## src/rtl/wels_pkg.sv

```systemverilog
package wels_pkg;

    // default number of phase slots
    localparam int NUM_PHASES_DEF = 16;

    // queue between front and back
    localparam int QDEPTH = 2;

    // input opcodes
    localparam logic OP_PHASE = 1'b0;
    localparam logic OP_FRAME = 1'b1;

    // output record kinds
    localparam logic REC_SUMMARY = 1'b0;
    localparam logic REC_PHASE   = 1'b1;

    // register indexes (8-byte stride)
    localparam logic [1:0] REG_ENABLE   = 2'd0;
    localparam logic [1:0] REG_THRESH   = 2'd1;
    localparam logic [1:0] REG_INTERVAL = 2'd2;

    localparam int ADDR_W = 5;

    // register reset values
    localparam logic        ENABLE_RST   = 1'b1;
    localparam logic [47:0] THRESH_RST   = 48'd25000;
    localparam logic [47:0] INTERVAL_RST = 48'd30000000;

    // frame time limits in microseconds
    localparam logic [23:0] FRAME_LIMIT_US = 24'd10000000;
    localparam logic [23:0] HITCH_25_US    = 24'd25000;
    localparam logic [23:0] HITCH_50_US    = 24'd50000;
    localparam logic [23:0] HITCH_100_US   = 24'd100000;

    // classified work item, front to back
    typedef struct packed {
        logic        kind;
        logic [5:0]  phase;
        logic [47:0] dur;
        logic [31:0] units;
        logic [23:0] ftime;
        logic [2:0]  hitch;
        logic [47:0] now;
    } t_work;

    // one phase table entry
    typedef struct packed {
        logic [47:0] calls;
        logic [47:0] slow;
        logic [47:0] total;
        logic [47:0] tmax;
        logic [47:0] units;
    } t_phase_stats;

    // one outgoing record
    typedef struct packed {
        logic        record_kind;
        logic [5:0]  phase_number;
        logic [47:0] event_count;
        logic [47:0] slow_count;
        logic [47:0] total_time;
        logic [47:0] max_time;
        logic [47:0] units_total;
        logic [47:0] elapsed_ticks;
        logic [47:0] hitch_25;
        logic [47:0] hitch_50;
        logic [47:0] hitch_100;
        logic        last_of_report;
    } t_record;

    function automatic logic [47:0] sat_add48(input logic [47:0] a, input logic [47:0] b);
        logic [48:0] s;
        s = {1'b0, a} + {1'b0, b};
        return s[48] ? 48'hFFFF_FFFF_FFFF : s[47:0];
    endfunction

endpackage

```

## src/rtl/wels_event_if.sv

```systemverilog
interface wels_event_if;
    logic        valid;
    logic        ready;
    logic        opcode;
    logic [5:0]  phase_index;
    logic [47:0] duration_ticks;
    logic [31:0] unit_count;
    logic [23:0] frame_time_us;
    logic [47:0] timestamp;

    modport source (
        output valid, opcode, phase_index, duration_ticks, unit_count,
               frame_time_us, timestamp,
        input  ready
    );
    modport sink (
        input  valid, opcode, phase_index, duration_ticks, unit_count,
               frame_time_us, timestamp,
        output ready
    );
endinterface

```

## src/rtl/wels_front.sv

```systemverilog
module wels_front #(
    parameter int NUM_PHASES = wels_pkg::NUM_PHASES_DEF
) (
    wels_event_if.sink      i_evt,
    input  logic            i_enable,
    input  logic            i_q_full,
    output logic            o_push,
    output wels_pkg::t_work o_item
);

    localparam logic [5:0] PH_LIMIT = 6'(NUM_PHASES);

    logic        keep;
    logic [23:0] ftime;

    // out-of-range frame times count as zero
    assign ftime = (i_evt.frame_time_us >= wels_pkg::FRAME_LIMIT_US) ? '0
                                                                    : i_evt.frame_time_us;

    // drop disabled events and phases past the table
    assign keep = i_enable &&
                  ((i_evt.opcode == wels_pkg::OP_FRAME) || (i_evt.phase_index < PH_LIMIT));

    assign i_evt.ready = !i_q_full;
    assign o_push      = i_evt.valid && !i_q_full && keep;

    always_comb begin
        o_item.kind     = i_evt.opcode;
        o_item.phase    = i_evt.phase_index;
        o_item.dur      = i_evt.duration_ticks;
        o_item.units    = i_evt.unit_count;
        o_item.ftime    = ftime;
        o_item.hitch[0] = (ftime >= wels_pkg::HITCH_25_US);
        o_item.hitch[1] = (ftime >= wels_pkg::HITCH_50_US);
        o_item.hitch[2] = (ftime >= wels_pkg::HITCH_100_US);
        o_item.now      = i_evt.timestamp;
    end

endmodule

```

## src/flat_wrapper.sv

```systemverilog
// flat-port wrapper written by rule: the top's interface ports become plain ports
module wels_front_flat 
#(
    parameter int NUM_PHASES = wels_pkg::NUM_PHASES_DEF
)
  (i_enable, i_q_full, o_push, o_item, i_evt_valid, i_evt_opcode, i_evt_phase_index, i_evt_duration_ticks, i_evt_unit_count, i_evt_frame_time_us, i_evt_timestamp, i_evt_ready);
  wels_event_if i_evt_i ();
  input  logic i_enable;
  input  logic i_q_full;
  output logic o_push;
  output wels_pkg::t_work o_item;
  input wire logic [$bits(i_evt_i.valid)-1:0] i_evt_valid;
  input wire logic [$bits(i_evt_i.opcode)-1:0] i_evt_opcode;
  input wire logic [$bits(i_evt_i.phase_index)-1:0] i_evt_phase_index;
  input wire logic [$bits(i_evt_i.duration_ticks)-1:0] i_evt_duration_ticks;
  input wire logic [$bits(i_evt_i.unit_count)-1:0] i_evt_unit_count;
  input wire logic [$bits(i_evt_i.frame_time_us)-1:0] i_evt_frame_time_us;
  input wire logic [$bits(i_evt_i.timestamp)-1:0] i_evt_timestamp;
  output wire logic [$bits(i_evt_i.ready)-1:0] i_evt_ready;
  assign i_evt_i.valid = i_evt_valid;
  assign i_evt_i.opcode = i_evt_opcode;
  assign i_evt_i.phase_index = i_evt_phase_index;
  assign i_evt_i.duration_ticks = i_evt_duration_ticks;
  assign i_evt_i.unit_count = i_evt_unit_count;
  assign i_evt_i.frame_time_us = i_evt_frame_time_us;
  assign i_evt_i.timestamp = i_evt_timestamp;
  assign i_evt_ready = i_evt_i.ready;
  wels_front #(.NUM_PHASES(NUM_PHASES)) u_core (.i_evt(i_evt_i), .i_enable(i_enable), .i_q_full(i_q_full), .o_push(o_push), .o_item(o_item));
endmodule
```

## config.mk

```make
export PLATFORM = sky130hd
export DESIGN_NAME = wels_front_flat
export DESIGN_NICKNAME = d
export VERILOG_FILES = /design/src/rtl/wels_pkg.sv /design/src/rtl/wels_event_if.sv /design/src/rtl/wels_front.sv /design/src/flat_wrapper.sv
export SDC_FILE = /design/constraint.sdc
export NUM_CORES = 1
export LEC_CHECK = 0
export BUFFER_PORTS_ARGS = -buffer_cell sky130_fd_sc_hd__buf_2
export CORE_AREA = 2 2 127 129
export DETAILED_ROUTE_END_ITERATION = 6
export DIE_AREA = 0 0 129 131
export GPL_TIMING_DRIVEN = 0
export PLACE_DENSITY = 0.44
export SYNTH_ARGS = -nofsm -noshare
export SYNTH_HDL_FRONTEND = slang
export SYNTH_SLANG_ARGS = --single-unit
```

## constraint.sdc

```tcl
create_clock -name vclk -period 4.4
set_clock_uncertainty 0.1 [all_clocks]
set_input_delay 0.22 -clock vclk [all_inputs]
set_output_delay 0.22 -clock vclk [all_outputs]
set_load 0.005 [all_outputs]
```

==> results.txt <==
Max-cap violations in this run came to 0. Setup repair after global routing left no endpoint under its margin. The total number of sequential cells came out at 0. The worst setup path is captured at a primary output.

The die is approximately 130 µm wide. The die is approximately 130 µm tall. The final routed wirelength across all metal layers is approximately 5.3 mm. The fraction of layout instances using a drive strength above 1 is 0.859. The worst path in the final design needs a cycle of 2.29 ns, including I/O delays and setup.

The worst hold path belongs to the class in -> out. The total stage count of the critical path is 7. The total of buffers placed on input and output ports is between 150 and 200. The count of endpoints failing hold in the final timing report is 0.

0 antenna diodes ended up in the layout. Among all stages on the critical path, the largest delay is contributed by sky130_fd_sc_hd__or4_4. The arrival time at the worst endpoint is 1.97 ns.

The aggregate negative setup slack is 0 ns. At the pin with the least slew margin, the transition time is between 0.3 and 0.4 ns. The total area of sequential cells came out at 0 µm². The highest fanout seen on the critical path came out at 10. Summed over all layers, the global routing overflow is 0. STA classifies the critical path startpoint as a primary input. Data on the critical path is required at its endpoint by roughly 4.1 ns. The placed instance count came out at about 610. The initial utilization of the core area, before any placement, comes to 0.0934.

The number of I/O pins is roughly 330. The hold-critical path endpoint is o_item[124]. The global-route wire length before repair is between 6 and 7 mm. The number of gates resized after CTS came out at 0. The net count of the finished layout is 554. The launch instance of the worst min-delay path is i_evt_duration_ticks[17]. The number of clock buffer instances in the layout is 0. The number of detailed-routing iterations run before antenna repair is 4. The routed via count came out at about 1,800. The DRC violations left is 0.

The area of the core came out at between 0.015 and 0.02 mm². Of the available clock period, the critical path in the final layout requires 0.522. Setup slack on the critical path of the routed design comes to roughly 2.1 ns. The floorplan step defined a die boundary enclosing approximately 0.017 mm². The highest cell delay on the worst timing path came out at between 0.5 and 0.6 ns. The mean number of vias per cell is 2.98.

The filler-free cell count of the finished design is 606. Summed over all instances, the cell type with the most area after synthesis is sky130_fd_sc_hd__buf_4. Across the VDD grid, the largest voltage drop is 0.0312 mV. The cell leakage power is roughly 1.6 nW. The count of warnings emitted by yosys is 0.

The count of distinct cell types in the synthesized netlist is 25. In this design, the critical path's most frequently occurring cell is sky130_fd_sc_hd__buf_2. The row count came out at between 40 and 50. The number of cells on the worst hold path is 2.

The detailed placement HPWL came out at ~5.0 mm. The fraction of post-synthesis cell area in the top cell type by area came out at 0.696. The synthesized area divided by synthesized cell count came out at 7.43 µm². After technology mapping, the gate count stands at approximately 200.

The initial antenna violation count is 0. Routability-driven placement finished with a final weighted congestion of 0.705. The number of global-route vias before repair came out at between 1,000 and 1,500. Static timing analysis puts the maximum clock frequency at between 400 and 500 MHz.

After clock tree synthesis, the flow added hold-fix buffers numbering 0. The wire length per cell is 8.73 µm. The post-CTS setup buffer count is 0. In this run the cell area of the synthesized design comes to 0.00146 mm². The setup-violating endpoint count in the final report came out at 0. The post-synth net total came out at between 300 and 400.

The critical path class is in -> out. The relative max-transition margin came out at 0.766. The power density over the cells came out at between 80 and 90 mW/mm². Overall power consumption after layout is estimated at between 0.2 and 0.25 mW. The flow ran to the end, and the final reports show no timing, DRC or antenna violations. The area growth from synthesis to layout is 85.2%. Grouping stages by cell kind, the critical path spends the most delay in compound AO/OA/AOI/OAI gates. The count of nets left with antenna violations once routing finished came out at 0.

Yosys attributes the largest share of cell area to sky130_fd_sc_hd__buf_4 (70%), sky130_fd_sc_hd__and2_1 (10%), sky130_fd_sc_hd__nor3_1 (2.1%). The final-report max-slew violation count is 0. The combined global-route utilization of all metal layers is 0.0475. The number of DRC violations after detailed-routing iteration 0 is 24. The filler cell count is roughly 1,800. The post-place setup slack came out at about 2.1 ns. The count of buffer and inverter cells on the critical path came out at 3. Walking the worst path, the cells encountered are buf_2 -> or4_4 -> o211a_4 -> a211oi_4 -> buf_6 -> o31a_1 -> buf_2. The maximum number of pins on one net before global-route repair came out at 11. The sequential fraction of the synthesis area is 0.
==> layer usage <==
metal / GRT usage / up-vias / wire length (µm)
met5: 0 / - / 0
met3: 0.00122 / 0 / 576
met1: 0.0464 / 749 / 1640
met4: 0 / 0 / 0
li1: - / 888 / -
met2: 0.112 / 170 / 3080
==> synthesized netlist by cell type, drive strengths merged <==
cell and number:
buf 137, and2 24, nor3 6, nor2 4, o311a 3, nand2 2
nand2b 2, o21a 2, a211o 1, a211oi 1, a21oi 1, a311oi 1
inv 1, nand4 1, nand4b 1, nor4 1, o2111a 1, o211a 1
o211ai 1, o21ai 1, o31a 1, or3 1, or4 1, or4b 1
==> cell usage in the layout (no fill, tap or decap), types with 2 or more instances in the layout <==
master	instances
sky130_fd_sc_hd__and2_1	24
sky130_fd_sc_hd__buf_2	194
sky130_fd_sc_hd__buf_4	135
sky130_fd_sc_hd__buf_6	2
sky130_fd_sc_hd__nand2_1	2
sky130_fd_sc_hd__nand2b_1	2
sky130_fd_sc_hd__nor2_1	4
sky130_fd_sc_hd__nor3_1	6
sky130_fd_sc_hd__o21a_1	2
sky130_fd_sc_hd__o311a_1	3
==> power by group <==
group / internal [mW] / leakage (nW) / switching [mW]
Sequential: 0 / 0 / 0
Combinational: 0.154 / 1.57 / 0.0803
Clock: 0 / 0 / 0
==> kinds of logic after synthesis <==
kind of cell	share of synthesized area
AO/OA/AOI/OAI	0.0945
buffers and inverters	0.714
AND/OR/NAND/NOR	0.192
==> cell type report <==
cell class	count	area [µm²]	share of cell area
Buffer	137	1040	0.384
Inverter	1	3.75	0.00139
Multi-Input combinational cell	58	417	0.154
Tap cell	216	270	0.100
Timing Repair Buffer	194	971	0.360
==> how the worst max path moves through the flow <==
stage                             from         end
2_1_floorplan  i_evt_frame_time_us[17]  o_item[48]
3_3_place_gp   i_evt_frame_time_us[17]  o_item[48]
3_5_place_dp   i_evt_frame_time_us[17]  o_item[48]
4_1_cts        i_evt_frame_time_us[17]  o_item[48]
5_1_grt        i_evt_frame_time_us[17]  o_item[48]
6_report       i_evt_frame_time_us[17]  o_item[48]
==> through the flow <==
stage	util	hold WS (ns)	area (µm²)
after detailed placement	0.173	0.506	2700
final	0.173	0.505	2700
after floorplan	-	0.374	1460
after global routing	0.173	0.508	2700
after CTS	0.173	0.506	2700
after global placement	0.173	0.506	2700
Power figures use the tool's default switching activity.
