File: src/rtl/wels_pkg.sv
package wels_pkg;

    // default number of phase slots
    localparam int NUM_PHASES_DEF = 16;

    // queue between front and back
    localparam int QDEPTH = 2;

    // input opcodes
    localparam logic OP_PHASE = 1'b0;
    localparam logic OP_FRAME = 1'b1;

    // output record kinds
    localparam logic REC_SUMMARY = 1'b0;
    localparam logic REC_PHASE   = 1'b1;

    // register indexes (8-byte stride)
    localparam logic [1:0] REG_ENABLE   = 2'd0;
    localparam logic [1:0] REG_THRESH   = 2'd1;
    localparam logic [1:0] REG_INTERVAL = 2'd2;

    localparam int ADDR_W = 5;

    // register reset values
    localparam logic        ENABLE_RST   = 1'b1;
    localparam logic [47:0] THRESH_RST   = 48'd25000;
    localparam logic [47:0] INTERVAL_RST = 48'd30000000;

    // frame time limits in microseconds
    localparam logic [23:0] FRAME_LIMIT_US = 24'd10000000;
    localparam logic [23:0] HITCH_25_US    = 24'd25000;
    localparam logic [23:0] HITCH_50_US    = 24'd50000;
    localparam logic [23:0] HITCH_100_US   = 24'd100000;

    // classified work item, front to back
    typedef struct packed {
        logic        kind;
        logic [5:0]  phase;
        logic [47:0] dur;
        logic [31:0] units;
        logic [23:0] ftime;
        logic [2:0]  hitch;
        logic [47:0] now;
    } t_work;

    // one phase table entry
    typedef struct packed {
        logic [47:0] calls;
        logic [47:0] slow;
        logic [47:0] total;
        logic [47:0] tmax;
        logic [47:0] units;
    } t_phase_stats;

    // one outgoing record
    typedef struct packed {
        logic        record_kind;
        logic [5:0]  phase_number;
        logic [47:0] event_count;
        logic [47:0] slow_count;
        logic [47:0] total_time;
        logic [47:0] max_time;
        logic [47:0] units_total;
        logic [47:0] elapsed_ticks;
        logic [47:0] hitch_25;
        logic [47:0] hitch_50;
        logic [47:0] hitch_100;
        logic        last_of_report;
    } t_record;

    function automatic logic [47:0] sat_add48(input logic [47:0] a, input logic [47:0] b);
        logic [48:0] s;
        s = {1'b0, a} + {1'b0, b};
        return s[48] ? 48'hFFFF_FFFF_FFFF : s[47:0];
    endfunction

endpackage

File: src/rtl/wels_fifo.sv
module wels_fifo (
    input  logic              i_clk,
    input  logic              i_rst_n,
    input  logic              i_push,
    input  wels_pkg::t_work   i_item,
    output logic              o_full,
    output logic              o_valid,
    output wels_pkg::t_work   o_item,
    input  logic              i_pop
);

    localparam int PTR_W = (wels_pkg::QDEPTH > 1) ? $clog2(wels_pkg::QDEPTH) : 1;
    localparam int CNT_W = $clog2(wels_pkg::QDEPTH + 1);
    localparam logic [PTR_W-1:0] LAST_PTR = PTR_W'(wels_pkg::QDEPTH - 1);
    localparam logic [CNT_W-1:0] FULL_CNT = CNT_W'(wels_pkg::QDEPTH);

    wels_pkg::t_work r_mem [wels_pkg::QDEPTH];
    logic [PTR_W-1:0] r_wptr;
    logic [PTR_W-1:0] r_rptr;
    logic [CNT_W-1:0] r_count;

    assign o_full  = (r_count == FULL_CNT);
    assign o_valid = (r_count != '0);
    assign o_item  = r_mem[r_rptr];

    always_ff @(posedge i_clk) begin
        if (!i_rst_n) begin
            r_wptr  <= '0;
            r_rptr  <= '0;
            r_count <= '0;
        end else begin
            if (i_push) begin
                r_mem[r_wptr] <= i_item;
                r_wptr <= (r_wptr == LAST_PTR) ? '0 : r_wptr + 1'b1;
            end
            if (i_pop) begin
                r_rptr <= (r_rptr == LAST_PTR) ? '0 : r_rptr + 1'b1;
            end
            case ({i_push, i_pop})
                2'b10:   r_count <= r_count + 1'b1;
                2'b01:   r_count <= r_count - 1'b1;
                default: r_count <= r_count;
            endcase
        end
    end

endmodule

File: config.mk
export PLATFORM = sky130hd
export DESIGN_NAME = wels_fifo
export DESIGN_NICKNAME = d
export VERILOG_FILES = /design/src/rtl/wels_pkg.sv /design/src/rtl/wels_fifo.sv
export SDC_FILE = /design/constraint.sdc
export NUM_CORES = 1
export LEC_CHECK = 0
export ABC_AREA = 1
export ABC_CLOCK_PERIOD_IN_PS = 13660
export CAP_MARGIN = 30
export CORE_UTILIZATION = 55
export CTS_CLUSTER_DIAMETER = 40
export DETAILED_ROUTE_END_ITERATION = 6
export DONT_BUFFER_PORTS = 1
export GPL_ROUTABILITY_DRIVEN = 0
export PLACE_DENSITY = 0.73
export REMOVE_ABC_BUFFERS = 1
export SLEW_MARGIN = 20
export SYNTH_ARGS = -nofsm -noshare
export SYNTH_HDL_FRONTEND = slang
export SYNTH_SLANG_ARGS = --single-unit
File: constraint.sdc
create_clock -name i_clk -period 13.66 [get_ports i_clk]
set_clock_uncertainty 0.05 [all_clocks]
set_input_delay 2.732 -clock i_clk [delete_from_list [all_inputs] [get_ports i_clk]]
set_output_delay 2.732 -clock i_clk [all_outputs]
set_load 0.1 [all_outputs]
==> insert_results.sql, run 1 <==
INSERT INTO impl_metrics (metric_group, metric, value, unit) VALUES
('status', 'status', 'complete, no violations', ''),
('floorplan', 'die_area', '22800', 'um^2'),
('grt', 'global_routing_usage_summed_across_all_routing_layers', '17.2', '%'),
('detailed_routing', 'vias', '4946', ''),
('sta', 'clock.fmax', '179', 'MHz'),
('clock_network', 'post_cts_resized', '0', ''),
('grt', 'gr_busiest_metal', 'met2', ''),
('synth', 'postSynth.asyncResetShare', '0', '%'),
('min_path', 'hold_class', 'reg2reg', ''),
('detailed_routing', 'number_of_violations_reported_at_the_end_of_detailed_routing_iteration_0', '259', ''),
('synth', 'synth-seq-cells', '329', ''),
('grt', 'met1_usage', '17.7', '%'),
('synth', 'count_of_distinct_cell_types_in_the_synthesized_netlist', '15', ''),
('grt', 'initial_antenna_violation_count', '1', ''),
('critical_path', 'r2r_cells', '4', ''),
('grt', 'first_pass_grt_wire_length', '28.7', 'mm'),
('critical_path', 'worst_r2r_startpoint', 'r_wptr', ''),
('power', 'power.leakage', '4.66', 'nW'),
('clock_network', 'quantity_of_hold_fixing_buffers_added_after_cts', '0', ''),
('synth', 'main_combinational_cell_family_by_area_after_synthesis', 'multiplexers', ''),
('power', 'peakVddDrop', '0.133', 'mV'),
('synth', 'synth.area.mux_share', '17.4', '%'),
('sta', 'period_share', '40.8', '%'),
('synth', 'post_synth_xor_area_fraction', '0.0716', '%'),
('place', 'detailedPlacementHpwl', '13.8', 'mm'),
('clock_network', 'cts.htree.levels', '2', ''),
('synth', 'syn-instance-count', '538', ''),
('cells_and_area', 'layout.nets', '737', ''),
('synth', 'post_synth_most_frequent_cells', 'sky130_fd_sc_hd__edfxtp_1, sky130_fd_sc_hd__mux2_2, sky130_fd_sc_hd__mux2_4', ''),
('synth', 'synth-compound-area-share', '0.123', '%'),
('critical_path', 'path_cells', 'buf_4, buf_12, mux2_2', ''),
('clock_network', 'cts.reportedPaths.clkPinSlew', '60', 'ps'),
('critical_path', 'critPathKind', 'reg2out', ''),
('critical_path', 'timing.critical_path.to', 'o_item[16]', ''),
('synth', 'yosys.cell_count.top_type', 'sky130_fd_sc_hd__edfxtp_1', ''),
('place', 'pre_cts_slack', '8430', 'ps'),
('critical_path', 'timing.critical_path.to_type', 'output port', ''),
('grt', 'globalRouteMet3Util', '8.92', '%'),
('synth', 'synthAdderAreaFrac', '0.102', '%'),
('sta', 'relative_max_transition_margin', '34.7', '%'),
('floorplan', 'row_count', '54', ''),
('cells_and_area', 'drive_gt1_share', '39.1', '%'),
('synth', 'synth_edf_count', '324', ''),
('floorplan', 'dieWidth', '151', 'um'),
('critical_path', 'worstPathArrival', '2790', 'ps'),
('grt', 'grt_max_degree', '81', ''),
('clock_network', 'cts_inserted_buffers', '37', ''),
('job', 'timing.max_cap.violations', '0', ''),
('synth', 'synth_top_cell_by_area', 'sky130_fd_sc_hd__edfxtp_1', ''),
('floorplan', 'floorplan.initialDensity', '56.1', '%'),
('sta', 'final_slew_viol_count', '0', ''),
('sta', 'grt_setup_unrepaired', 'false', ''),
('detailed_routing', 'remaining_design_rule_violation_count', '0', ''),
('critical_path', 'worstPathRequired', '10880', 'ps'),
('cells_and_area', 'postLayoutCoreUtil', '63.3', '%'),
('synth', 'avgSynthCellArea', '22.7', 'um^2'),
('clock_network', 'worst_skew_pair_later_pin_latency', '480', 'ps'),
('clock_network', 'tritoncts', 'done', ''),
('critical_path', 'timing.critical_path.from_type', 'register', ''),
('critical_path', 'critPathTopFamily', 'buffers and inverters', ''),
('sta', 'fin_ws', '8090', 'ps'),
('synth', 'syn_area', '12200', 'um^2'),
('sta', 'timing_worst_slew_pin_value', '978', 'ps'),
('detailed_routing', 'ant_nets', '0', ''),
('synth', 'yosys-top-cells-area', 'sky130_fd_sc_hd__edfxtp_1, sky130_fd_sc_hd__mux2_4, sky130_fd_sc_hd__mux2_2, sky130_fd_sc_hd__buf_6, sky130_fd_sc_hd__dfxtp_1', ''),
('detailed_routing', 'post_drt_wl_per_cell', '23.9', 'um'),
('synth', 'yosys.area.top_type_share', '79.5', '%'),
('sta', 'finalCriticalPeriod', '5570', 'ps'),
('cells_and_area', 'area_delta_synth_final', '13.0', '%'),
('floorplan', 'design.core.area', '21800', 'um^2'),
('critical_path', 'r2r-end', 'r_mem[0][144]', '');
[layout by cell type (no fill, tap or decap), drive strengths merged]
cell and instances:
a21oi 2, buf 11, bufinv 4, clkbuf 40
clkinv 10, clkinvlp 4, dfxtp 5, diode 2
edfxtp 324, ha 1, inv 11, mux2 162
nand2 7, nand4 1, nor2 8, nor3 1
o21ai 1, xnor2 1
[logic make-up (layout without fill, tap and decap cells)]
kind of cell,after synthesis,in the layout
fa+ha+maj,1,1
buf+inv,25,80
other cells,0,2
compound gates,3,3
flops,329,329
simple gates,17,17
mux,162,162
xor+xnor,1,1
[worst min path at each step]
| stage | from | end | slack [ps] | depth (start not counted) |
|---|---|---|---|---|
| after floorplan | r_wptr | r_wptr | 390 | 2 |
| after global placement | r_wptr | r_wptr | 400 | 2 |
| after detailed placement | r_wptr | r_wptr | 430 | 2 |
| after CTS | r_wptr | r_wptr | 440 | 2 |
| after global routing | r_wptr | r_wptr | 440 | 2 |
| final | r_wptr | r_wptr | 440 | 2 |
[state kept, by name, summed over array words and instances (netlist names), named ones only]
name / cells
r_wptr: 1
r_mem: 324
r_rptr: 1
r_count: 2
[area by class of cell]
class	count	area [um^2]
Timing Repair Buffer	11	175
Inverter	7	26.3
Clock buffer	40	937
Sequential cell	329	9830
Clock inverter	22	251
Antenna cell	2	5.00
Fill cell	1427	8000
Multi-Input combinational cell	184	2240
Tap cell	280	350
[layer usage]
metal,vias to the layer above,share of wire [%],wire length (um)
met3,35,13,2780
met4,0,2.5,514
met5,-,0,0
li1,2191,-,-
met2,248,51,10700
met1,2472,33,6930
[power breakdown]
part | internal, mW | switching [mW] | leakage [nW] | total [mW]
clock | 0.576 | 0.369 | 0.569 | 0.946
sequential | 1.15 | 0.0142 | 3.02 | 1.16
combinational | 0.0696 | 0.367 | 1.07 | 0.436
[metrics by stage]
stage / hold slack, ps / instance area (um^2) / setup TNS, ps / power [mW]
2_1_floorplan: 393 / 12100 / -159190 / 1.62
3_3_place_gp: 402 / 12500 / 0 / 1.61
3_5_place_dp: 428 / 12600 / 0 / 1.62
4_1_cts: 436 / 13700 / 0 / 2.56
5_1_grt: 440 / 13800 / 0 / 2.61
6_report: 435 / 13800 / 0 / 2.54
[worst register-to-register path, delay by kind of cell (launching register included)]
kind                   cells  cell delay [ps]
buffers and inverters      2              870
flip-flops                 1              310
AND/OR/NAND/NOR            2              560
No activity file was read; power rests on OpenSTA's default activity.
==> run 2: changes to the inputs <==
Settings changed: ABC_CLOCK_PERIOD_IN_PS 13660 to 5050.
Clock period 13.66 ns to 5.05 ns, I/O delays scaled along.
==> insert_results.sql, run 2 (same netlist as run 1, synthesis figures left out) <==
INSERT INTO impl_metrics (metric_group, metric, value, unit) VALUES
('status', 'status', 'complete, no violations', ''),
('sta', 'period_share', '61.7', '%'),
('cells_and_area', 'most_common_library_cell_in_the_layout_ignoring_fill_and_taps', 'sky130_fd_sc_hd__edfxtp_1', ''),
('clock_network', 'cts_inserted_buffers', '39', ''),
('cells_and_area', 'drive_gt1_share', '39.2', '%'),
('cells_and_area', 'area_delta_synth_final', '13.6', '%'),
('job', 'timing.max_cap.violations', '0', ''),
('clock_network', 'quantity_of_hold_fixing_buffers_added_after_cts', '0', ''),
('critical_path', 'worstPathArrival', '2060', 'ps'),
('detailed_routing', 'remaining_design_rule_violation_count', '0', ''),
('floorplan', 'num_io_pins', '330', ''),
('clock_network', 'post-cts-setup-buffers', '0', ''),
('detailed_routing', 'vias_cell', '5.57', ''),
('floorplan', 'die_area', '22800', 'um^2'),
('clock_network', 'tritoncts', 'done', ''),
('sta', 'clock.fmax', '321', 'MHz'),
('cells_and_area', 'biggestRegsByFlops', 'r_mem x324, r_count x2', ''),
('floorplan', 'design.core.area', '21800', 'um^2'),
('min_path', 'hold_class', 'reg2reg', ''),
('place', 'port_buffers', '0', ''),
('clock_network', 'cts_root_buffer', 'sky130_fd_sc_hd__clkbuf_16', ''),
('clock_network', 'post_cts_resized', '0', ''),
('sta', 'grt_setup_unrepaired', 'false', ''),
('cells_and_area', 'flip_flop_count_of_the_largest_register_after_layout', '324', ''),
('sta', 'relative_max_transition_margin', '35.0', '%'),
('floorplan', 'row_count', '54', ''),
('clock_network', 'cts_buffer_depth', '3', ''),
('critical_path', 'critPathKind', 'reg2out', ''),
('sta', 'final_slew_viol_count', '0', ''),
('critical_path', 'r2r_cells', '5', ''),
('sta', 'setup_violations', '0', ''),
('clock_network', 'cts.htree.levels', '2', ''),
('floorplan', 'dieWidth', '151', 'um'),
('critical_path', 'timing.critical_path.from_type', 'register', ''),
('min_path', 'hold-path-cell-count', '2', ''),
('grt', 'first_pass_grt_wire_length', '29.0', 'mm'),
('grt', 'grt_max_degree', '132', ''),
('grt', 'grt_pass1_vias', '5027', ''),
('detailed_routing', 'finalWirelength', '20.9', 'mm'),
('sta', 'timing_worst_slew_pin_value', '972', 'ps'),
('detailed_routing', 'firstDrtPassIters', '4', ''),
('floorplan', 'floorplan.initialDensity', '56.1', '%'),
('sta', 'post_route_setup_tns', '0', 'ps'),
('power', 'power.density_cell_area', '506', 'nW/um^2'),
('place', 'detailedPlacementHpwl', '13.8', 'mm'),
('sta', 'finalCriticalPeriod', '3120', 'ps'),
('power', 'peakVddDrop', '0.354', 'mV'),
('cells_and_area', 'largest_register_by_flop_count', 'r_mem', ''),
('grt', 'initial_antenna_violation_count', '1', ''),
('power', 'power.total', '7.04', 'mW'),
('grt', 'grt-ovfl-total', '0', ''),
('clock_network', 'cts.reportedPaths.clkPinSlew', '50', 'ps'),
('grt', 'global_routing_usage_summed_across_all_routing_layers', '17.3', '%'),
('floorplan', 'fp.dieH', '151', 'um'),
('detailed_routing', 'vias', '4892', ''),
('power', 'power.leakage', '4.70', 'nW'),
('critical_path', 'timing.critical_path.to_type', 'output port', ''),
('detailed_routing', 'post_drt_wl_per_cell', '23.8', 'um'),
('clock_network', 'clock_sink_count', '329', ''),
('detailed_routing', 'number_of_violations_reported_at_the_end_of_detailed_routing_iteration_0', '290', ''),
('cells_and_area', 'final_cell_mix', 'sky130_fd_sc_hd__edfxtp_1, sky130_fd_sc_hd__mux2_2, sky130_fd_sc_hd__mux2_4', ''),
('sta', 'finalHoldViolCount', '0', ''),
('cells_and_area', 'layout.nets', '737', ''),
('clock_network', 'worst_skew_pair_later_pin_latency', '500', 'ps'),
('critical_path', 'largest_fanout_on_the_critical_path', '78', ''),
('cells_and_area', 'postLayoutCoreUtil', '63.7', '%'),
('critical_path', 'worstPathRequired', '3990', 'ps'),
('detailed_routing', 'ant_nets', '0', '');
## run 2: cell count changes in the layout (fill, tap and decap cells not counted), sizes merged
cell / delta
clkbuf: +5
clkinv: +4
buf: -2
inv: -2
clkinvlp: -1
## run 2: power by group
part	switching [mW]	internal (mW)
Combinational	1.01	0.189
Clock	1.02	1.69
Sequential	0.0247	3.11
Total	2.05	4.99
## run 2: worst paths after layout
check | from | endpoint | slack (ps)
max reg2reg | r_wptr | r_mem[0][122] | 3020
min reg2reg | r_wptr | r_wptr | 440
min | r_wptr | r_wptr | 440
max | register | o_item[12] | 1930
## run 2: final cells by class
cell class	count	area (um^2)
diodes	2	5.00
flip-flops and latches	329	9830
fillers	1407	7920
inverters	7	26.3
multi-input cells	184	2240
clock inverters	23	245
well taps	280	350
clock buffers	45	1040
repair buffers	9	158
## run 2: layer usage
metal | wire length, um | GRT usage [%]
met1 | 7210 | 18.2
met2 | 10200 | 28.8
met3 | 3040 | 9.67
met4 | 467 | 6.90
met5 | 0 | 0
## run 2: worst max-delay path, stage by stage (launching register included)
cell	delay, ps
sky130_fd_sc_hd__dfxtp_4	410
sky130_fd_sc_hd__buf_12	360
sky130_fd_sc_hd__mux2_2	640
## run 2: metrics by stage
step	setup WS (ps)	hold slack [ps]	area, um^2	cells
after floorplan	-7870	393	12100	520
after global placement	2130	404	12600	807
after detailed placement	2080	434	12600	808
after CTS	1930	442	13900	876
after global routing	1880	486	13900	877
final	1930	444	13900	879
==> run 3: changes to the inputs <==
Settings changed: ABC_CLOCK_PERIOD_IN_PS 5050 to 3200, PLACE_DENSITY 0.73 to 0.7.
Clock period 5.05 ns to 3.2 ns, I/O delays scaled along.
==> insert_results.sql, run 3 (same netlist as run 1, synthesis figures left out) <==
INSERT INTO impl_metrics (metric_group, metric, value, unit) VALUES
('grt', 'global_routing_usage_summed_across_all_routing_layers', '17.1', '%'),
('min_path', 'hold-path-endpoint', 'r_mem[0][0]', ''),
('min_path', 'hold-path-cell-count', '0', ''),
('power', 'peakVddDrop', '0.571', 'mV'),
('place', 'dpl.cell_count', '808', ''),
('detailed_routing', 'firstDrtPassIters', '4', ''),
('clock_network', 'cts.reportedPaths.clkPinSlew', '60', 'ps'),
('power', 'power.total', '10.7', 'mW'),
('detailed_routing', 'post_drt_wl_per_cell', '23.7', 'um'),
('critical_path', 'r2r_cells', '3', ''),
('min_path', 'timing.hold.worst.start', 'i_item[0]', ''),
('cells_and_area', 'area_delta_synth_final', '12.3', '%'),
('clock_network', 'cts_buffer_depth', '3', ''),
('sta', 'finalCriticalPeriod', '2560', 'ps'),
('detailed_routing', 'vias_cell', '5.57', ''),
('clock_network', 'cts_root_buffer', 'sky130_fd_sc_hd__clkbuf_16', ''),
('floorplan', 'die_area', '22800', 'um^2'),
('sta', 'period_share', '80.0', '%'),
('cells_and_area', 'drive_gt1_share', '38.1', '%'),
('clock_network', 'cts.htree.levels', '2', ''),
('critical_path', 'path_cells', 'buf_12, mux2_2', ''),
('critical_path', 'timing.critical_path.from_type', 'register', ''),
('critical_path', 'timing.critical_path.to_type', 'output port', ''),
('cells_and_area', 'finalInstanceArea', '13700', 'um^2'),
('clock_network', 'post_cts_resized', '0', ''),
('detailed_routing', 'finalWirelength', '20.6', 'mm'),
('sta', 'fin_ws', '641', 'ps'),
('floorplan', 'design.core.area', '21800', 'um^2'),
('critical_path', 'worst-r2r-setup-slack', '1500', 'ps'),
('clock_network', 'clock_sink_count', '329', ''),
('sta', 'timing_worst_slew_pin_value', '982', 'ps'),
('critical_path', 'worstPathArrival', '1870', 'ps'),
('sta', 'setup_violations', '0', ''),
('cells_and_area', 'fillCellCount', '1434', ''),
('sta', 'relative_max_transition_margin', '34.4', '%'),
('critical_path', 'critPathKind', 'reg2out', ''),
('clock_network', 'post-cts-setup-buffers', '0', ''),
('cells_and_area', 'biggestRegsByFlops', 'r_mem x324, r_count x2', ''),
('place', 'pre_cts_slack', '1150', 'ps'),
('floorplan', 'num_io_pins', '330', ''),
('cells_and_area', 'final_cell_mix', 'sky130_fd_sc_hd__edfxtp_1, sky130_fd_sc_hd__mux2_2, sky130_fd_sc_hd__mux2_4', ''),
('sta', 'final_slew_viol_count', '0', ''),
('power', 'power.density_cell_area', '779', 'nW/um^2'),
('sta', 'finalHoldViolCount', '0', ''),
('sta', 'grt_setup_unrepaired', 'false', ''),
('place', 'detailedPlacementHpwl', '13.6', 'mm'),
('grt', 'grt_pass1_vias', '5033', ''),
('cells_and_area', 'flip_flop_count_of_the_largest_register_after_layout', '324', ''),
('critical_path', 'critPathTopFamily', 'multiplexers', ''),
('floorplan', 'dieWidth', '151', 'um'),
('floorplan', 'fp.dieH', '151', 'um'),
('cells_and_area', 'finish.cell_count_without_fillers', '870', ''),
('detailed_routing', 'number_of_violations_reported_at_the_end_of_detailed_routing_iteration_0', '165', ''),
('grt', 'grt_max_degree', '94', ''),
('job', 'timing.max_cap.violations', '0', ''),
('floorplan', 'floorplan.initialDensity', '56.1', '%'),
('critical_path', 'worst_r2r_startpoint', 'r_wptr', ''),
('clock_network', 'cts_inserted_buffers', '36', ''),
('detailed_routing', 'vias', '4849', ''),
('critical_path', 'critPathMaxStageDelay', '610', 'ps'),
('detailed_routing', 'ant_nets', '0', ''),
('grt', 'first_pass_grt_wire_length', '28.5', 'mm'),
('clock_network', 'tritoncts', 'done', ''),
('grt', 'initial_antenna_violation_count', '1', ''),
('clock_network', 'worst_skew_pair_later_pin_latency', '480', 'ps'),
('sta', 'clock.fmax', '391', 'MHz'),
('cells_and_area', 'layout.nets', '733', ''),
('clock_network', 'quantity_of_hold_fixing_buffers_added_after_cts', '0', ''),
('critical_path', 'worstPathRequired', '2510', 'ps'),
('critical_path', 'largest_fanout_on_the_critical_path', '59', ''),
('critical_path', 'timing.critical_path.slowest_stage_cell', 'sky130_fd_sc_hd__mux2_2', ''),
('place', 'port_buffers', '0', ''),
('detailed_routing', 'remaining_design_rule_violation_count', '0', ''),
('min_path', 'hold_class', 'in2reg', ''),
('critical_path', 'critical_path.n_buffers_inverters', '1', ''),
('floorplan', 'row_count', '54', ''),
('power', 'power.leakage', '4.62', 'nW'),
('place', 'postPlaceCellArea', '12600', 'um^2'),
('grt', 'grt-ovfl-total', '0', ''),
('critical_path', 'r2r-end', 'r_mem[1][102]', ''),
('status', 'status', 'complete, no violations', ''),
('cells_and_area', 'largest_register_by_flop_count', 'r_mem', ''),
('cells_and_area', 'most_common_library_cell_in_the_layout_ignoring_fill_and_taps', 'sky130_fd_sc_hd__edfxtp_1', '');
## run 3: cell types whose count changed in the layout (fill, tap and decap cells not counted), moves of 2 or more
| cell | previous run | this run |
|---|---|---|
| sky130_fd_sc_hd__buf_12 | 4 | 7 |
| sky130_fd_sc_hd__buf_16 | 2 | 0 |
| sky130_fd_sc_hd__buf_4 | 3 | 1 |
| sky130_fd_sc_hd__clkbuf_1 | 4 | 6 |
| sky130_fd_sc_hd__clkbuf_16 | 41 | 37 |
| sky130_fd_sc_hd__clkinv_2 | 6 | 3 |
| sky130_fd_sc_hd__clkinvlp_4 | 3 | 1 |
## run 3: metal layers
layer  wire length, um  global-route usage (%)  share of wire, %
met5                 0                       0                 0
met4               559                    6.45               2.7
met3              3210                    10.2                16
met2             10300                    29.1                50
met1              6570                    17.0                32
## run 3: how the worst max path moves through the flow
stage	to	slack, ps	depth (start not counted)
global route	o_item[154]	580	2
global placement	o_item[29]	1160	2
finish	o_item[59]	640	2
CTS	o_item[154]	620	2
detailed placement	o_item[154]	1150	2
floorplan	r_mem[1][0]	-9350	2
## run 3: area by class of cell
class / instances / area, um^2 / share of cell area, %
Sequential cell: 329 / 9830 / 71.6
Multi-Input combinational cell: 184 / 2240 / 16.3
Clock buffer: 43 / 948 / 6.90
Tap cell: 280 / 350 / 2.55
Clock inverter: 17 / 183 / 1.33
Timing Repair Buffer: 8 / 148 / 1.07
Inverter: 7 / 26.3 / 0.191
Antenna cell: 2 / 5.00 / 0.0364
## run 3: power by group
| group | switching, mW | internal (mW) |
|---|---|---|
| logic | 1.58 | 0.296 |
| registers | 0.0383 | 4.90 |
| clock network | 1.52 | 2.36 |
## run 3: stage by stage
stage | hold WS [ps] | util (%) | TNS (ps)
2_1_floorplan | 393 | - | -2875660
3_3_place_gp | 400 | 57.7 | 0
3_5_place_dp | 413 | 57.7 | 0
4_1_cts | 162 | 62.9 | 0
5_1_grt | 156 | 62.9 | 0
6_report | 188 | 62.9 | 0
